===== src/rtl/core/mvt_pkg.sv =====
// shared types and constants for the 4x4 matrix-vector transform
`default_nettype none

package mvt_pkg;

  localparam int LANES  = 4;
  localparam int COMP_W = 16;                  // q8.8 vector component
  localparam int COEF_W = 16;                  // q4.12 coefficient
  localparam int ROW_W  = LANES * COEF_W;      // one packed matrix row
  localparam int PROD_W = COMP_W + COEF_W;     // q12.20 product
  localparam int SUM_W  = PROD_W + 2;          // sum of four products
  localparam int FRAC   = 12;                  // coefficient fraction bits
  localparam int RND_W  = SUM_W - FRAC;        // rounded, before saturation
  localparam int ADDR_W = 2;

  localparam logic signed [SUM_W-1:0] RND_BIAS = SUM_W'(1) <<< (FRAC - 1);
  localparam logic signed [RND_W-1:0] SAT_MAX  = RND_W'(32767);
  localparam logic signed [RND_W-1:0] SAT_MIN  = -RND_W'(32768);

  localparam logic [COMP_W-1:0] OUT_MAX = 16'h7fff;
  localparam logic [COMP_W-1:0] OUT_MIN = 16'h8000;

  typedef enum logic [ADDR_W-1:0] {
    REG_ROW_ZERO  = 2'd0,
    REG_ROW_ONE   = 2'd1,
    REG_ROW_TWO   = 2'd2,
    REG_ROW_THREE = 2'd3
  } reg_idx_t;

  localparam logic [ROW_W-1:0] ROW_ZERO_RST  = 64'h0000_0000_0000_1000;
  localparam logic [ROW_W-1:0] ROW_ONE_RST   = 64'h0000_0000_1000_0000;
  localparam logic [ROW_W-1:0] ROW_TWO_RST   = 64'h0000_1000_0000_0000;
  localparam logic [ROW_W-1:0] ROW_THREE_RST = 64'h1000_0000_0000_0000;

  typedef logic signed [COMP_W-1:0] comp_t;
  typedef logic signed [PROD_W-1:0] prod_t;
  typedef logic signed [SUM_W-1:0]  sum_t;
  typedef logic [ROW_W-1:0]         row_t;

  // pipeline control between stages
  typedef struct packed {
    logic adv;   // whole pipe moves this cycle
    logic vld;   // upstream stage holds an item
  } stg_ctl_t;

endpackage

`default_nettype wire


===== src/rtl/core/mvt_sat_stage.sv =====
// stage four: scale back to q8.8, saturate, output register
`default_nettype none

module mvt_sat_stage import mvt_pkg::*; (
  input  wire logic     clk,
  input  wire logic     rst_n,
  input  wire stg_ctl_t ctl_i,
  input  wire sum_t     sum_i [LANES],
  output logic          vld_o,
  output comp_t         res_o [LANES],
  output logic          clip_o
);

  logic  vld_r;
  comp_t res_r   [LANES];
  comp_t res_nxt [LANES];
  logic  clip_r;
  logic  clip_nxt;
  logic signed [RND_W-1:0] scaled [LANES];

  always_comb begin
    clip_nxt = 1'b0;
    for (int r = 0; r < LANES; r++) begin
      scaled[r] = RND_W'(sum_i[r] >>> FRAC);
      if (scaled[r] > SAT_MAX) begin
        res_nxt[r] = comp_t'(OUT_MAX);
        clip_nxt   = 1'b1;
      end else if (scaled[r] < SAT_MIN) begin
        res_nxt[r] = comp_t'(OUT_MIN);
        clip_nxt   = 1'b1;
      end else begin
        res_nxt[r] = scaled[r][COMP_W-1:0];
      end
    end
  end

  always_ff @(posedge clk) begin
    if (!rst_n) begin
      vld_r <= 1'b0;
    end else if (ctl_i.adv) begin
      vld_r <= ctl_i.vld;
    end
  end

  always_ff @(posedge clk) begin
    if (ctl_i.adv) begin
      res_r  <= res_nxt;
      clip_r <= clip_nxt;
    end
  end

  assign vld_o  = vld_r;
  assign res_o  = res_r;
  assign clip_o = clip_r;

endmodule

`default_nettype wire


===== config.mk =====
export PLATFORM = sky130hd
export DESIGN_NAME = mvt_sat_stage
export DESIGN_NICKNAME = d
export VERILOG_FILES = /design/src/rtl/core/mvt_pkg.sv /design/src/rtl/core/mvt_sat_stage.sv
export SDC_FILE = /design/constraint.sdc
export NUM_CORES = 1
export LEC_CHECK = 0
export BUFFER_PORTS_ARGS = -buffer_cell sky130_fd_sc_hd__buf_2
export CORE_MARGIN = 10
export CORE_UTILIZATION = 40
export CTS_CLUSTER_DIAMETER = 120
export DETAILED_ROUTE_END_ITERATION = 12
export GPL_ROUTABILITY_DRIVEN = 0
export PLACE_DENSITY = 0.79
export SKIP_CTS_REPAIR_TIMING = 1
export SLEW_MARGIN = 15
export SYNTH_ARGS = -nofsm -noshare
export SYNTH_HDL_FRONTEND = slang
export SYNTH_SLANG_ARGS = --single-unit
export TNS_END_PERCENT = 5

===== constraint.sdc =====
create_clock -name clk -period 1.92 [get_ports clk]
set_input_delay 0.192 -clock clk [delete_from_list [all_inputs] [get_ports clk]]
set_output_delay 0.192 -clock clk [all_outputs]
set_load 0.01 [all_outputs]

==> Word level (Yosys, flattened, before mapping) <==
Cells that the tools add are included.
W data, S select, Z words.
{ "op_classes": {"mux": 5, "n_reduce_logical": 1, "n_lt_le_gt_ge": 8} }
{ "ops": {"columns": ["op", "count"], "rows": [
  ["$gt A22 B16 Y1 const B", 4],
  ["$lt A22 B16 Y1 const B", 4],
  ["$mux W16", 4],
  ["$reduce_or A7 Y1", 1],
  ["$mux W1", 1]
]} }
{ "word_totals": {"output_inout_bits": 66, "wordCells": 20, "inputBits": 140, "ff_bits": 66} }

==> Depth between registers and ports, before layout <==
Gate-level depths: netlist (run 1).
{ "logic_depth": {"ltp_word": 2, "depth_mapped": 5, "depth_no_buf": 4} }

==> Least setup slack after synthesis (run 1) <==
Ideal clock, no wire load.
{ "synth_path": {"path_kind": "input to register", "startpoint": "input port sum_i[32] (netlist bit)", "endpoint": "register res_r, in the netlist res_o[0], data pin", "path_buffers": 1, "path_stages": 5, "setup_slack_ns": 0.447, "t_arrival_ns": 1.219, "setup_ns": 0.254, "cell_sequence": "or4_4 nor3_4 nor2_2 buf_6 o21a_1"} }
{ "synth_via": {"elab_chain_cells": 2, "word_cells_on_any_way": 3} }
{ "synth_rtl": {"columns": ["item", "line_no", "text"], "rows": [
  ["start, declared", "mvt_sat_stage.sv:8", "input wire sum_t sum_i [LANES],"],
  ["$lt A22 B16 Y1", "mvt_sat_stage.sv:28", "end else if (scaled[r] < SAT_MIN) begin"],
  ["$mux W16", "mvt_sat_stage.sv:28", null],
  ["end signal, assigned", "mvt_sat_stage.sv:47", "res_r <= res_nxt;"],
  ["end, declared", "mvt_sat_stage.sv:15", "comp_t res_r [LANES];"]
]} }
Parallel ways exist; a longest one is shown, timed or not.
A chain may end at the register's enable or synchronous reset.

==> Worst setup path in the final report (run 1) <==
{ "layout_path": {"startpoint": "input port sum_i[66] (netlist bit)", "endpoint": "register res_r, in the netlist res_o[20], data pin"} }
The elaborated chain is that of the path after synthesis.

==> flow_summary.yaml, run 1 <==
synth:
  synth_edf_count: 65
  ys_async_sr_fraction_pct: 0
  syn_area_um2: 2810
  ys.flop_type: "edfxtp_1"
  synthTopCellsByArea: "edfxtp_1 (70%), o21a_1 (16%), buf_6 (3.2%)"
  synth_seq_cells: 66
  syn-instance-count: 173
  synth_top_area_share_pct: 69.6
  yosys_warnings: 0
  yosysSeqAreaShare_pct: 70.3
  synth_top_cells_by_count: "edfxtp_1 (65), o21a_1 (60), buf_6 (8)"
  synth_nets: 313
  synth_most_common_cell: "edfxtp_1"
  netlist.top_cell.by_area: "edfxtp_1"
  synth.distinct_cells: 15
  avgSynthCellArea_um2: 16.2
final_layout:
  diodes: 0
  num-nets-final: 472
  syn_to_final_growth_pct: 35.5
  drive_above_1_share_pct: 56.1
  fillCellCount: 609
  fin_area_um2: 3800
timing:
  maxSlewViolCount: 0
  fin_crit_ps: 1260
  rsz0062_at_grt: "no"
  setup_viol: 0
  slew_headroom_pct: 31.6
  finalHoldViolCount: 0
  fin_setup_tns_ps: 0
  whs_ps: 76.4
  worst_slew_pin_slew_ps: 1020
  period_share_pct: 65.5
  finClkSkew_ps: 0
  timing.fmax_mhz: 795
critical_path:
  critPathCaptureType: "flop"
  setup.worst_path.start_class: "input port"
  path_buf_inv: 1
  cp.required_ps: 2010
  worstSetupPathType: "input port to flop"
  path_max_fanout: 15
  critPathArrivalTime_ps: 1340
  path_cells: "buf_2, or4_4, nor3_4, nor2_2, o21a_1"
  crit_family: "simple AND/OR/NAND/NOR gates"
  cp_slowest_cell: "or4_4"
  slowest_delay_ps: 540
clock_network:
  cts_max_path_buffers: 2
  numClockSinks: 66
  cts_tree: "yes"
  clkSlewWorstSetupHoldPaths_ps: 70
  cts_buffers: 9
  root_buffer: "clkbuf_8"
  clk_latency_ps: 320
  cts_htree_levels: 3
pwr:
  ir_drop_uv: 460
  p_total_uw: 3190
  p_per_area_nw_per_um2: 838
  leakagePower_uw: 0.00158
die:
  ios: 206
  die-area_um2: 10800
  die_w_um: 104
  start_util_pct: 41.3
  placementRows: 30
  die_y_um: 104
  core_area_um2: 6790
drt:
  postRouteWirelength_um: 7400
  wl_met2_um: 3600
  num_vias: 2043
  wire_per_inst_um: 17.1
  met1_length_um: 3020
  drt_iter0_drc: 54
  met3WireLength_um: 648
  drt_pass1_iterations: 2
  final_antenna_net_count: 0
  top_layer_used: "met4"
  drc: 0
  vias_per_cell: 4.72
grt:
  grt_max_degree: 39
  grt-ovfl-total: 0
  grt_pass1_wl_um: 11500
  first_global_vias: 2247
  grt_util_all_layers_pct: 13.3
  antenna_found_initial: 0
run_status:
  outcome: "finished, final reports clean"
placed_design:
  port_buffers: 157
  postPlaceCellArea_um2: 3640
  hpwlAfterDp_um: 5870
hold_path:
  hold_class: "input port to flop"
flow_run:
  maxCapViolCount: 0
## routing by layer
metal	vias to the layer above	global-route usage (%)
li1	994	-
met1	937	14.5
met2	100	22.3
met3	12	5.51
met4	0	5.67
met5	-	0
## path summary, 6_finish.rpt
| path | startpoint | endpoint | slack, ps | cells past startpoint |
|---|---|---|---|---|
| setup / recovery | sum_i[66] | res_o[20] | 660 | 5 |
| hold / removal | rst_n | vld_o | 80 | 2 |
| setup reg to reg | vld_o | vld_o | 1330 | 2 |
| hold reg to reg | vld_o | vld_o | 520 | 2 |
## flip-flops by register name (all words and copies together), names as in the netlist
name / count
clip_o: 1
res_o: 64
vld_o: 1
## layout make-up
cell class / count / area [um^2] / area share [%]
well taps: 96 / 120 / 3.16
clock buffers: 10 / 128 / 3.36
repair buffers: 160 / 821 / 21.6
multi-input cells: 95 / 728 / 19.2
clock inverters: 6 / 33.8 / 0.888
flip-flops and latches: 66 / 1970 / 51.9
## through the flow
step	util [%]	instances	setup slack (ps)
CTS	56.0	433	668
finish	56.0	433	663
global route	56.0	433	461
detailed placement	53.6	417	303
floorplan	-	173	447
global placement	53.6	417	332
## cell usage in the layout, fill, tap and decap left out
cell type / Yosys / final
buf_2: 0 / 157
edfxtp_1: 65 / 65
o21a_1: 60 / 60
clkbuf_8: 0 / 9
nand4_1: 5 / 5
or4_4: 4 / 4
nor3_4: 4 / 4
nor2_2: 4 / 4
nand2_1: 4 / 4
o21ai_1: 4 / 4
nor2_1: 4 / 4
mux2_2: 4 / 4
clkinv_2: 0 / 2
clkinv_1: 0 / 2
buf_4: 0 / 2
mux2i_1: 1 / 1
nor2b_1: 1 / 1
clkinv_4: 0 / 1
clkbuf_1: 4 / 1
clkinvlp_4: 0 / 1
buf_12: 0 / 1
dfxtp_1: 1 / 1
## report_power, final
part	leakage, uW	total [uW]	switching (uW)	internal [uW]
sequential	0.000640	1750	27.0	1720
clock	0.0000811	970	512	457
combinational	0.000855	467	253	214
total	0.00158	3190	792	2400
## cell families (layout without fill, tap and decap cells)
kind of cell           count (synthesis)  count (layout)  synth area share (%)
muxes                                  5               5                  1.96
AOI/OAI and AO/OA                     64              64                  16.8
buffers and inverters                 12             176                  3.75
and+or+nand+nor                       26              26                  7.23
DFF                                   66              66                  70.3
Power figures use the tool's default switching activity.
==> run 2, diff against run 1 <==
--- a/config.mk
+++ b/config.mk
@@ -7,11 +7,11 @@
 export LEC_CHECK = 0
 export BUFFER_PORTS_ARGS = -buffer_cell sky130_fd_sc_hd__buf_2
 export CORE_MARGIN = 10
-export CORE_UTILIZATION = 40
+export CORE_UTILIZATION = 36
 export CTS_CLUSTER_DIAMETER = 120
 export DETAILED_ROUTE_END_ITERATION = 12
 export GPL_ROUTABILITY_DRIVEN = 0
-export PLACE_DENSITY = 0.79
+export PLACE_DENSITY = 0.76
 export SKIP_CTS_REPAIR_TIMING = 1
 export SLEW_MARGIN = 15
 export SYNTH_ARGS = -nofsm -noshare
==> constraint.sdc (replaced) <==
create_clock -name clk -period 1.1 [get_ports clk]
set_input_delay 0.11 -clock clk [delete_from_list [all_inputs] [get_ports clk]]
set_output_delay 0.11 -clock clk [all_outputs]
set_load 0.01 [all_outputs]
==> flow_summary.yaml, run 2 (same netlist as run 1, synthesis figures left out) <==
timing:
  finalHoldViolCount: 1
  period_share_pct: 106
  whs_ps: -0.0777
  layout_setup_ws_ps: -66.8
  maxSlewViolCount: 0
  setup_viol: 61
  slew_headroom_pct: 76.6
  finClkSkew_ps: 0
  fin_crit_ps: 1170
  rsz0062_at_grt: "yes"
  worst_slew_pin_slew_ps: 350
  timing.fmax_mhz: 857
grt:
  grt_pass1_wl_um: 11300
  grt_util_all_layers_pct: 12.5
  antenna_found_initial: 1
  grt-ovfl-total: 0
  grt_max_degree: 44
  first_global_vias: 2163
placed_design:
  place_ws_ps: -430
  hpwlAfterDp_um: 6050
  port_buffers: 157
  postPlaceCellArea_um2: 3720
  dp_cells: 427
hold_path:
  hold_class: "input port to flop"
  hold_end: "vld_o"
  min_path_cells: 2
  worstHoldStart: "rst_n"
critical_path:
  path_max_fanout: 15
  worstSetupPathType: "input port to flop"
  reg2reg_depth: 2
  crit_family: "simple AND/OR/NAND/NOR gates"
  r2r-end: "vld_o"
  cp_slowest_cell: "or4_4"
  path_buf_inv: 1
  r2r_slack_ps: 510
  critPathArrivalTime_ps: 1240
  setup.worst_path.start_class: "input port"
  slowest_delay_ps: 540
  timing.rr.start: "vld_o"
  path_cells: "buf_2, or4_4, nor3_4, nor2_4, o21a_1"
  cp.required_ps: 1180
  critPathCaptureType: "flop"
die:
  die_y_um: 108
  ios: 206
  start_util_pct: 36.7
  placementRows: 32
  die_w_um: 108
  core_area_um2: 7650
  die-area_um2: 11700
final_layout:
  drive_above_1_share_pct: 56.3
  diodes: 0
  instances_no_fill: 443
  layout_common_cells: "buf_2 (156), edfxtp_1 (65), o21a_1 (60), clkbuf_8 (9), nand4_1 (5)"
  fin_area_um2: 3900
  syn_to_final_growth_pct: 38.9
  final_common_cell: "buf_2"
  post-route-util_pct: 50.9
  num-nets-final: 476
  largest_reg_flops: 64
  fillCellCount: 704
drt:
  drc: 0
  drt_pass1_iterations: 4
  wire_per_inst_um: 17.1
  vias_per_cell: 4.62
  final_antenna_net_count: 0
  drt_iter0_drc: 66
  postRouteWirelength_um: 7560
  num_vias: 2045
pwr:
  ir_drop_uv: 544
  p_per_area_nw_per_um2: 1430
  leakagePower_uw: 0.00162
flow_run:
  maxCapViolCount: 0
clock_network:
  cts_tree: "yes"
  clkSlewWorstSetupHoldPaths_ps: 60
  cts_max_path_buffers: 2
  numClockSinks: 66
  cts_buffers: 9
  clk_latency_ps: 320
  root_buffer: "clkbuf_8"
  cts_htree_levels: 3
run_status:
  violations: "negative hold slack, negative setup slack"
  outcome: "finished with violations"
run 2: where the power goes:
group          switching [uW]  leakage, uW  internal, uW
logic                     448     0.000895           404
clock network             842    0.0000816           802
registers                49.6     0.000640          3010
run 2: worst max path at each step:
stage	depth (start not counted)	start	to
2_1_floorplan	5	sum_i[32]	res_o[0]
3_3_place_gp	5	sum_i[66]	res_o[24]
3_5_place_dp	5	sum_i[66]	res_o[26]
4_1_cts	5	sum_i[66]	res_o[26]
5_1_grt	5	sum_i[100]	clip_o
6_report	5	sum_i[32]	res_o[12]
run 2: area by class of cell:
class / instances / area [um^2] / area share [%]
well taps: 102 / 128 / 3.28
clock buffers: 12 / 135 / 3.47
repair buffers: 164 / 895 / 23.0
multi-input cells: 95 / 748 / 19.2
clock inverters: 4 / 18.8 / 0.482
flip-flops and latches: 66 / 1970 / 50.6
run 2: stage by stage:
stage,setup TNS [ps],power [uW]
floorplan,-15130,3480
global placement,-23320,3950
detailed placement,-25000,3980
CTS,-3120,5640
global route,-3760,5850
finish,-2860,5560
run 2: layer usage:
metal | routed length [um] | global-route usage [%]
met1 | 2570 | 12.1
met2 | 4070 | 22.2
met3 | 800 | 7.08
met4 | 106 | 3.48
met5 | 7 | 0
