<file path="src/rtl/core/mvt_pkg.sv">
// shared types and constants for the 4x4 matrix-vector transform
`default_nettype none

package mvt_pkg;

  localparam int LANES  = 4;
  localparam int COMP_W = 16;                  // q8.8 vector component
  localparam int COEF_W = 16;                  // q4.12 coefficient
  localparam int ROW_W  = LANES * COEF_W;      // one packed matrix row
  localparam int PROD_W = COMP_W + COEF_W;     // q12.20 product
  localparam int SUM_W  = PROD_W + 2;          // sum of four products
  localparam int FRAC   = 12;                  // coefficient fraction bits
  localparam int RND_W  = SUM_W - FRAC;        // rounded, before saturation
  localparam int ADDR_W = 2;

  localparam logic signed [SUM_W-1:0] RND_BIAS = SUM_W'(1) <<< (FRAC - 1);
  localparam logic signed [RND_W-1:0] SAT_MAX  = RND_W'(32767);
  localparam logic signed [RND_W-1:0] SAT_MIN  = -RND_W'(32768);

  localparam logic [COMP_W-1:0] OUT_MAX = 16'h7fff;
  localparam logic [COMP_W-1:0] OUT_MIN = 16'h8000;

  typedef enum logic [ADDR_W-1:0] {
    REG_ROW_ZERO  = 2'd0,
    REG_ROW_ONE   = 2'd1,
    REG_ROW_TWO   = 2'd2,
    REG_ROW_THREE = 2'd3
  } reg_idx_t;

  localparam logic [ROW_W-1:0] ROW_ZERO_RST  = 64'h0000_0000_0000_1000;
  localparam logic [ROW_W-1:0] ROW_ONE_RST   = 64'h0000_0000_1000_0000;
  localparam logic [ROW_W-1:0] ROW_TWO_RST   = 64'h0000_1000_0000_0000;
  localparam logic [ROW_W-1:0] ROW_THREE_RST = 64'h1000_0000_0000_0000;

  typedef logic signed [COMP_W-1:0] comp_t;
  typedef logic signed [PROD_W-1:0] prod_t;
  typedef logic signed [SUM_W-1:0]  sum_t;
  typedef logic [ROW_W-1:0]         row_t;

  // pipeline control between stages
  typedef struct packed {
    logic adv;   // whole pipe moves this cycle
    logic vld;   // upstream stage holds an item
  } stg_ctl_t;

endpackage

`default_nettype wire

</file>
<file path="src/rtl/core/mvt_sum_stage.sv">
// stage three: per-row sum of products plus rounding bias
`default_nettype none

module mvt_sum_stage import mvt_pkg::*; (
  input  wire logic     clk,
  input  wire logic     rst_n,
  input  wire stg_ctl_t ctl_i,
  input  wire prod_t    prod_i [LANES][LANES],
  output logic          vld_o,
  output sum_t          sum_o [LANES]
);

  logic vld_r;
  sum_t sum_r   [LANES];
  sum_t sum_nxt [LANES];

  always_comb begin
    for (int r = 0; r < LANES; r++) begin
      sum_nxt[r] = SUM_W'(prod_i[r][0]) + SUM_W'(prod_i[r][1])
                 + SUM_W'(prod_i[r][2]) + SUM_W'(prod_i[r][3]) + RND_BIAS;
    end
  end

  always_ff @(posedge clk) begin
    if (!rst_n) begin
      vld_r <= 1'b0;
    end else if (ctl_i.adv) begin
      vld_r <= ctl_i.vld;
    end
  end

  always_ff @(posedge clk) begin
    if (ctl_i.adv) begin
      sum_r <= sum_nxt;
    end
  end

  assign vld_o = vld_r;
  assign sum_o = sum_r;

endmodule

`default_nettype wire

</file>
<file path="config.mk">
export PLATFORM = sky130hd
export DESIGN_NAME = mvt_sum_stage
export DESIGN_NICKNAME = d
export VERILOG_FILES = /design/src/rtl/core/mvt_pkg.sv /design/src/rtl/core/mvt_sum_stage.sv
export SDC_FILE = /design/constraint.sdc
export NUM_CORES = 1
export LEC_CHECK = 0
export BUFFER_PORTS_ARGS = -buffer_cell sky130_fd_sc_hd__buf_2
export CAP_MARGIN = 10
export CELL_PAD_IN_SITES_DETAIL_PLACEMENT = 0
export CELL_PAD_IN_SITES_GLOBAL_PLACEMENT = 1
export CORE_AREA = 3 3 254 256
export CTS_BUF_LIST = sky130_fd_sc_hd__clkbuf_16
export CTS_CLUSTER_DIAMETER = 50
export DETAILED_ROUTE_END_ITERATION = 7
export DIE_AREA = 0 0 257 259
export PLACE_DENSITY = 0.68
export SLEW_MARGIN = 20
export SYNTH_ARGS = -nofsm -noshare
export SYNTH_HDL_FRONTEND = slang
export SYNTH_SLANG_ARGS = --single-unit
</file>
<file path="constraint.sdc">
create_clock -name clk -period 4.6 [get_ports clk]
set_clock_uncertainty 0.05 [all_clocks]
set_input_delay 0.46 -clock clk [delete_from_list [all_inputs] [get_ports clk]]
set_output_delay 0.46 -clock clk [all_outputs]
set_load 0.02 [all_outputs]
</file>
== After elaboration in Yosys (flattened, before gate mapping) ==
Cells that the tools add are included.

* Register bits: 137
* Bits of input ports: 516
* Output and inout bits: 137
* Word-level logic and storage cells: 21

* Add/subtract/negate cells: 16

{| class="wikitable"
|+ Operators with widths
! kind !! count
|-
| 33-bit by 32-bit adder with 34-bit output || 4
|-
| 34-bit by 13-bit adder with 34-bit output, second input constant || 4
|-
| 34-bit by 32-bit adder with 34-bit output || 4
|-
| 32-bit by 32-bit adder with 33-bit output || 4
|}

== Longest topological paths before layout ==
Gate-level depths: netlist of run 1.

* Word-level depth: 4
* Mapped depth: 15
* Depth with buffers taken out: 15

== Worst setup path after synthesis of run 1 ==
No wires, ideal clock.

* Path kind: in2reg
* From: input port prod_i[258] (netlist name)
* To: register sum_r (netlist bit sum_o[94]) (data pin)
* Setup time: 0.265 ns
* Data arrival time: 3.887 ns
* Required time: 4.285 ns
* Path slack: 0.398 ns
* Stages on the path: 14
* Path buffers: 0
* Cell sequence: fa_1 > inv_1 > fa_1 > inv_1 > ha_1 > ha_1 > fa_1 > a21o_1 > a21boi_0 > o2111a_1 > o21ai_0 > o31ai_1 > o21ai_0 > xor2_1

{| class="wikitable"
|+ RTL lines
! what !! RTL line !! text
|-
| start: declaration || mvt_sum_stage.sv:8 || <nowiki>input wire prod_t prod_i [LANES][LANES],</nowiki>
|-
| end signal: assignment || mvt_sum_stage.sv:34 || <nowiki>sum_r <= sum_nxt;</nowiki>
|-
| end: declaration || mvt_sum_stage.sv:14 || <nowiki>sum_t sum_r [LANES];</nowiki>
|}

==> impl_metrics.yaml, run 1 <==
detailed_routing:
  routed_via_density: 4.69
  dr.pass1.iters: 5
  drcViolationCount: 0
  wirelength_um: 61300
  drtAntennaViolNets: 0
  vias: 16500
  dr.first_iter.drc_count: 771
  avgRoutedWirePerCell_um: 17.4
synth:
  yosysWarnings: 0
  synth.cell_area_mm2: 0.0197
  ys.flop_type: "edfxtp_1"
  synth_top_area_share_pct: 26.4
  ys_ff_latch: 137
  synth_area_leaders: "fa_1 (26%), edfxtp_1 (21%), ha_1 (16%)"
  syn-num-nets: 3045
  synth_enable_flop_cells: 136
  synth_common_cells: "inv_1 (538), fa_1 (260), ha_1 (256)"
  seq_area_frac_synth_pct: 20.9
  syn_area_per_cell_um2: 9.78
  async_reset_ff_share_pct: 0
  yosysTopAreaCell: "fa_1"
  yosysMostFrequentCell: "inv_1"
  ys_types: 71
  syn_inst: 2013
floorplan:
  initial_utilization_pct: 31.4
  dieHeight_um: 259
  ioPinCount: 653
  dieArea_mm2: 0.0666
  die_w_um: 257
  core_mm2: 0.0627
  rows: 92
timing:
  whs_ns: 0.198
  fin_ws_ns: 0.453
  drv_slew: 0
  setup_violations: 0
  setup_tns_ns: 0
  timing.final.crit_share_pct: 90.1
  fin_crit_ns: 4.15
  grt_setup_unrepaired: "false"
  tightest_slew_ns: 0.882
  final_hold_viol_count: 0
  max_slew_margin_pct: 41.2
  max_freq_mhz: 241
setup_path:
  critPathKind: "primary input to flop"
  worst-r2r-setup-slack_ns: 3.95
  r2r-end: "vld_o"
  crit_path_max_fanout: 4
  rr_worst_depth: 2
  crit_required_ns: 4.77
  reg2reg_from: "vld_o"
  critPathArrivalTime_ns: 4.32
  end_kind: "flop"
  cp-start-kind: "primary input"
clock_tree:
  cts_tree: "done"
  hold_buffers: 0
  htreeDepth: 4
  cts_root_buffer: "clkbuf_16"
  cts_buffers: 17
  cts-resized-gates: 0
  cts.path.max_buffers: 2
  path_clk_slew_ns: 0.07
  cts.sinks: 137
  clk_latency_ns: 0.48
  post_cts_buffers: 0
global_route:
  grt_pass1_vias: 17400
  grt_overflow: 0
  grt_start_max_net_pins: 81
  antenna_found_initial: 2
  met1_usage_pct: 22.3
  use_met2_pct: 31.8
  grt_pass1_wl_um: 94200
  busiest_layer: "met2"
  met3_usage_pct: 3.94
  grtUsageTotal_pct: 18.1
min_path:
  hold_end: "vld_o"
  hold_depth: 3
  hp-start: "ctl_i[0]"
  min_path_type: "primary input to flop"
finish:
  syn2layout_area_growth_pct: 25.2
  final.fill_count: 6406
  drive_gt1_share_pct: 26.9
  final_area_mm2: 0.0247
  nets: 3699
  antenna_cells: 0
place:
  post-place-ws_ns: 0.00311
  io_buffers: 652
  dp_hpwl_um: 54300
  place.gp.congestion: 0.934
  place_area_mm2: 0.0240
pwr:
  powerDensity_mw_per_mm2: 531
  peakVddDrop_v: 0.000189
  power.leakage_nw: 13.2
run:
  drv_cap: 0
run_status:
  outcome: "finished, final reports clean"
layout make-up:
| cell class | instances | area [um^2] | area share (%) |
|---|---|---|---|
| Multi-Input combinational cell | 1300 | 13400 | 54.4 |
| Timing Repair Buffer | 673 | 3440 | 14.0 |
| Inverter | 538 | 2020 | 8.19 |
| Tap cell | 846 | 1060 | 4.29 |
| Clock inverter | 15 | 190 | 0.771 |
| Sequential cell | 137 | 4100 | 16.6 |
| Clock buffer | 17 | 425 | 1.73 |
stage by stage:
stage | total power, mW | util [%] | instances
floorplan | 8.67 | - | 2013
CTS | 13.2 | 39.3 | 3526
global route | 14.2 | 39.3 | 3526
global placement | 11.5 | 38.3 | 3494
finish | 13.1 | 39.3 | 3526
detailed placement | 11.6 | 38.3 | 3494
worst max-delay path: stages:
cell and delay [ns]:
buf_2 0.11, fa_1 0.53, inv_1 0.05, fa_1 0.48, inv_1 0.05, ha_1 0.27, ha_1 0.24, fa_1 0.47
a21o_1 0.18, a21boi_0 0.23, buf_4 0.16, o2111a_1 0.17, o21ai_0 0.19, o311ai_0 0.42, nand3_1 0.15, xor2_1 0.16
cells by family (layout without fill, tap and decap cells):
family | Yosys count | after routing | synth area share (%)
flops | 137 | 137 | 20.9
xor+xnor | 116 | 116 | 5.16
compound gates | 396 | 396 | 13.3
simple gates | 269 | 269 | 6.81
buf+inv | 576 | 1243 | 11.0
fa+ha+maj | 516 | 516 | 42.7
mux | 3 | 3 | 0.153
where the power goes:
part / switching [mW] / internal, mW
Combinational: 5.41 / 3.56
Clock: 0.661 / 0.863
Sequential: 0.187 / 2.40
Total: 6.25 / 6.83
metal layers:
layer  vias to the layer above  share of wire (%)  wire (um)
met5                         -              0.011          7
met4                         2                2.3       1390
met3                        68                6.0       3650
met2                       509                 50      30900
met1                      8029                 41      25400
li1                       7921                  -          -
state kept, by name (all words and copies together) (netlist names):
name,cells
vld_o,1
sum_o,136
layout by cell type, fill, tap and decap left out, types with 4 or more instances in the layout:
cell type / netlist / layout
nand4_1: 20 / 20
edfxtp_1: 136 / 136
buf_4: 0 / 20
a211oi_1: 13 / 13
buf_2: 1 / 651
nor2_1: 55 / 55
nor3_1: 19 / 19
nor2b_1: 9 / 9
a21oi_1: 122 / 122
and2_1: 9 / 9
ha_1: 256 / 256
inv_1: 538 / 538
nand2b_1: 6 / 6
o21ai_0: 63 / 63
clkbuf_16: 0 / 17
or3_1: 5 / 5
and4_1: 4 / 4
o21bai_1: 15 / 15
nand2_1: 73 / 73
xor2_1: 39 / 39
nor3b_1: 4 / 4
nor4_1: 4 / 4
and3_1: 15 / 15
a211o_1: 4 / 4
o211ai_1: 9 / 9
a221o_1: 6 / 6
a31oi_1: 15 / 15
a21o_1: 64 / 64
nand3_1: 31 / 31
o2111ai_1: 8 / 8
fa_1: 260 / 260
or2_2: 5 / 5
o21a_1: 19 / 19
xnor2_1: 77 / 77
a2111oi_0: 7 / 7
o31ai_1: 4 / 4
worst max path at each step:
stage | end | slack (ns) | cells past startpoint | startpoint
CTS | sum_o[100] | 0.52 | 16 | prod_i[258]
global placement | sum_o[100] | 0.05 | 16 | prod_i[258]
floorplan | sum_o[94] | 0.40 | 14 | prod_i[258]
detailed placement | sum_o[100] | 0.003 | 16 | prod_i[258]
global route | sum_o[94] | 0.33 | 17 | prod_i[258]
finish | sum_o[100] | 0.45 | 16 | prod_i[258]
(Power assumes the default switching activity.)
==> run 2: changes to the inputs <==
Settings changed: CTS_BUF_LIST sky130_fd_sc_hd__clkbuf_16 to sky130_fd_sc_hd__clkbuf_2 sky130_fd_sc_hd__clkbuf_4 sky130_fd_sc_hd__clkbuf_8.
==> run 2 against run 1 <==
  * Sequential share of layout area rose by 0.13 points
  * Via count about the same
  * Largest power group unchanged
  * Highest routed layer unchanged
  * Largest cell class unchanged
  * Clock power down 24%
  * Die area stayed put
  * Critical path type unchanged
==> impl_metrics.yaml, run 2 (synthesis gave the netlist of run 1 again) <==
run_status:
  outcome: "finished, final reports clean"
clock_tree:
  cts_buffers: 17
  post_cts_buffers: 0
  path_clk_slew_ns: 0.10
  cts-resized-gates: 0
  htreeDepth: 4
  cts_root_buffer: "clkbuf_8"
  cts.path.max_buffers: 2
  clk_latency_ns: 0.55
  cts.sinks: 137
  cts_tree: "done"
  hold_buffers: 0
global_route:
  grt_pass1_wl_um: 94100
  grt_overflow: 0
  grt_start_max_net_pins: 81
  grt_pass1_vias: 17400
  antenna_found_initial: 3
  grtUsageTotal_pct: 18.1
finish:
  mostFrequentLayoutCells: "buf_2 (651), inv_1 (538), fa_1 (260)"
  syn2layout_area_growth_pct: 24.3
  drive_gt1_share_pct: 26.9
  largest_reg_flops: 136
  final.fill_count: 6430
  layout_commonest_cell: "buf_2"
  nets: 3699
place:
  place.gp.congestion: 0.934
  io_buffers: 652
  post-place-ws_ns: 0.00311
  dp_hpwl_um: 54300
timing:
  timing.final.crit_share_pct: 88.5
  max_freq_mhz: 246
  setup_tns_ns: 0
  max_slew_margin_pct: 41.1
  drv_slew: 0
  setup_violations: 0
  tightest_slew_ns: 0.884
  fin_ws_ns: 0.528
  final_hold_viol_count: 0
  grt_setup_unrepaired: "false"
  fin_crit_ns: 4.07
min_path:
  hp-start: "ctl_i[0]"
  min_path_type: "primary input to flop"
setup_path:
  cpMostUsedCell: "fa_1"
  crit_path_end: "sum_o[100]"
  end_kind: "flop"
  r2r-end: "vld_o"
  crit_path_max_fanout: 4
  max_stage_delay_ns: 0.53
  rr_worst_depth: 2
  worst-r2r-setup-slack_ns: 3.95
  startpoint: "prod_i[258]"
  critPathKind: "primary input to flop"
  cp_slowest_cell: "fa_1"
  reg2reg_from: "vld_o"
  crit_required_ns: 4.85
  path_cells: "buf_2 -> fa_1 -> inv_1 -> fa_1 -> inv_1 -> ha_1 -> ha_1 -> fa_1 -> a21o_1 -> a21boi_0 -> buf_4 -> o2111a_1 -> o21ai_0 -> o311ai_0 -> nand3_1 -> xor2_1"
  critPathArrivalTime_ns: 4.32
  cp-start-kind: "primary input"
pwr:
  powerDensity_mw_per_mm2: 519
  power.leakage_nw: 13.1
  peakVddDrop_v: 0.000169
floorplan:
  dieArea_mm2: 0.0666
  initial_utilization_pct: 31.4
  rows: 92
  die_w_um: 257
  core_mm2: 0.0627
  dieHeight_um: 259
  ioPinCount: 653
run:
  drv_cap: 0
detailed_routing:
  avgRoutedWirePerCell_um: 17.3
  drcViolationCount: 0
  vias: 16500
  dr.pass1.iters: 5
  drtAntennaViolNets: 0
  wirelength_um: 61200
  routed_via_density: 4.69
  dr.first_iter.drc_count: 854
[run 2: cell types whose count changed in the layout (fill, tap and decap cells not counted)]
cell,delta
clkbuf_16,-17
diode_2,+1
clkbuf_8,+17
[run 2: area by class of cell]
cell class / count / area, um^2 / share of cell area [%]
antenna: 1 / 2.50 / 0.0102
clock buffer: 17 / 234 / 0.956
clock inverter: 15 / 190 / 0.777
inverter: 538 / 2020 / 8.25
multi-input combinational: 1300 / 13400 / 54.8
sequential: 137 / 4100 / 16.8
tap: 846 / 1060 / 4.33
timing repair buffer: 673 / 3440 / 14.1
[run 2: worst max-delay path: cells and delay by family]
family,cells,cell delay [ns]
AOI/OAI and AO/OA,5,1.19
xor gates and xnor gates,1,0.16
adders and majority gates,5,1.99
buffers and inverters,4,0.37
and+or+nand+nor,1,0.15
[run 2: how the worst min path moves through the flow]
stage | end | slack, ns | depth (start not counted)
6_report | vld_o | 0.12 | 3
5_1_grt | vld_o | 0.09 | 2
2_1_floorplan | sum_o[0] | 0.52 | 0
3_3_place_gp | vld_o | 0.46 | 2
3_5_place_dp | vld_o | 0.48 | 2
4_1_cts | vld_o | 0.02 | 3
[run 2: routing by layer]
layer	part of all wire (%)	wire length [um]	track usage (%)	up-vias
li1	-	-	-	7925
met1	41	25200	22.3	8012
met2	50	30800	31.8	528
met3	6.1	3720	3.97	71
met4	2.4	1500	5.35	2
met5	0.011	7	0	-
[run 2: where the power goes]
part / switching (mW) / internal [mW] / leakage, nW / total [mW]
sequential: 0.186 / 2.40 / 1.34 / 2.58
clock: 0.615 / 0.547 / 0.211 / 1.16
combinational: 5.39 / 3.56 / 11.5 / 8.96
total: 6.20 / 6.51 / 13.1 / 12.7
[run 2: metrics by stage]
step                power (mW)  hold WS, ns  utilization [%]  instance area, um^2  instances
finish                    12.7        0.118             39.0                24500       3527
global route              13.9       0.0902             39.0                24500       3527
CTS                       12.9       0.0219             39.0                24500       3526
detailed placement        11.6        0.479             38.3                24000       3494
global placement          11.5        0.457             38.3                24000       3494
floorplan                 8.67        0.522                -                19700       2013
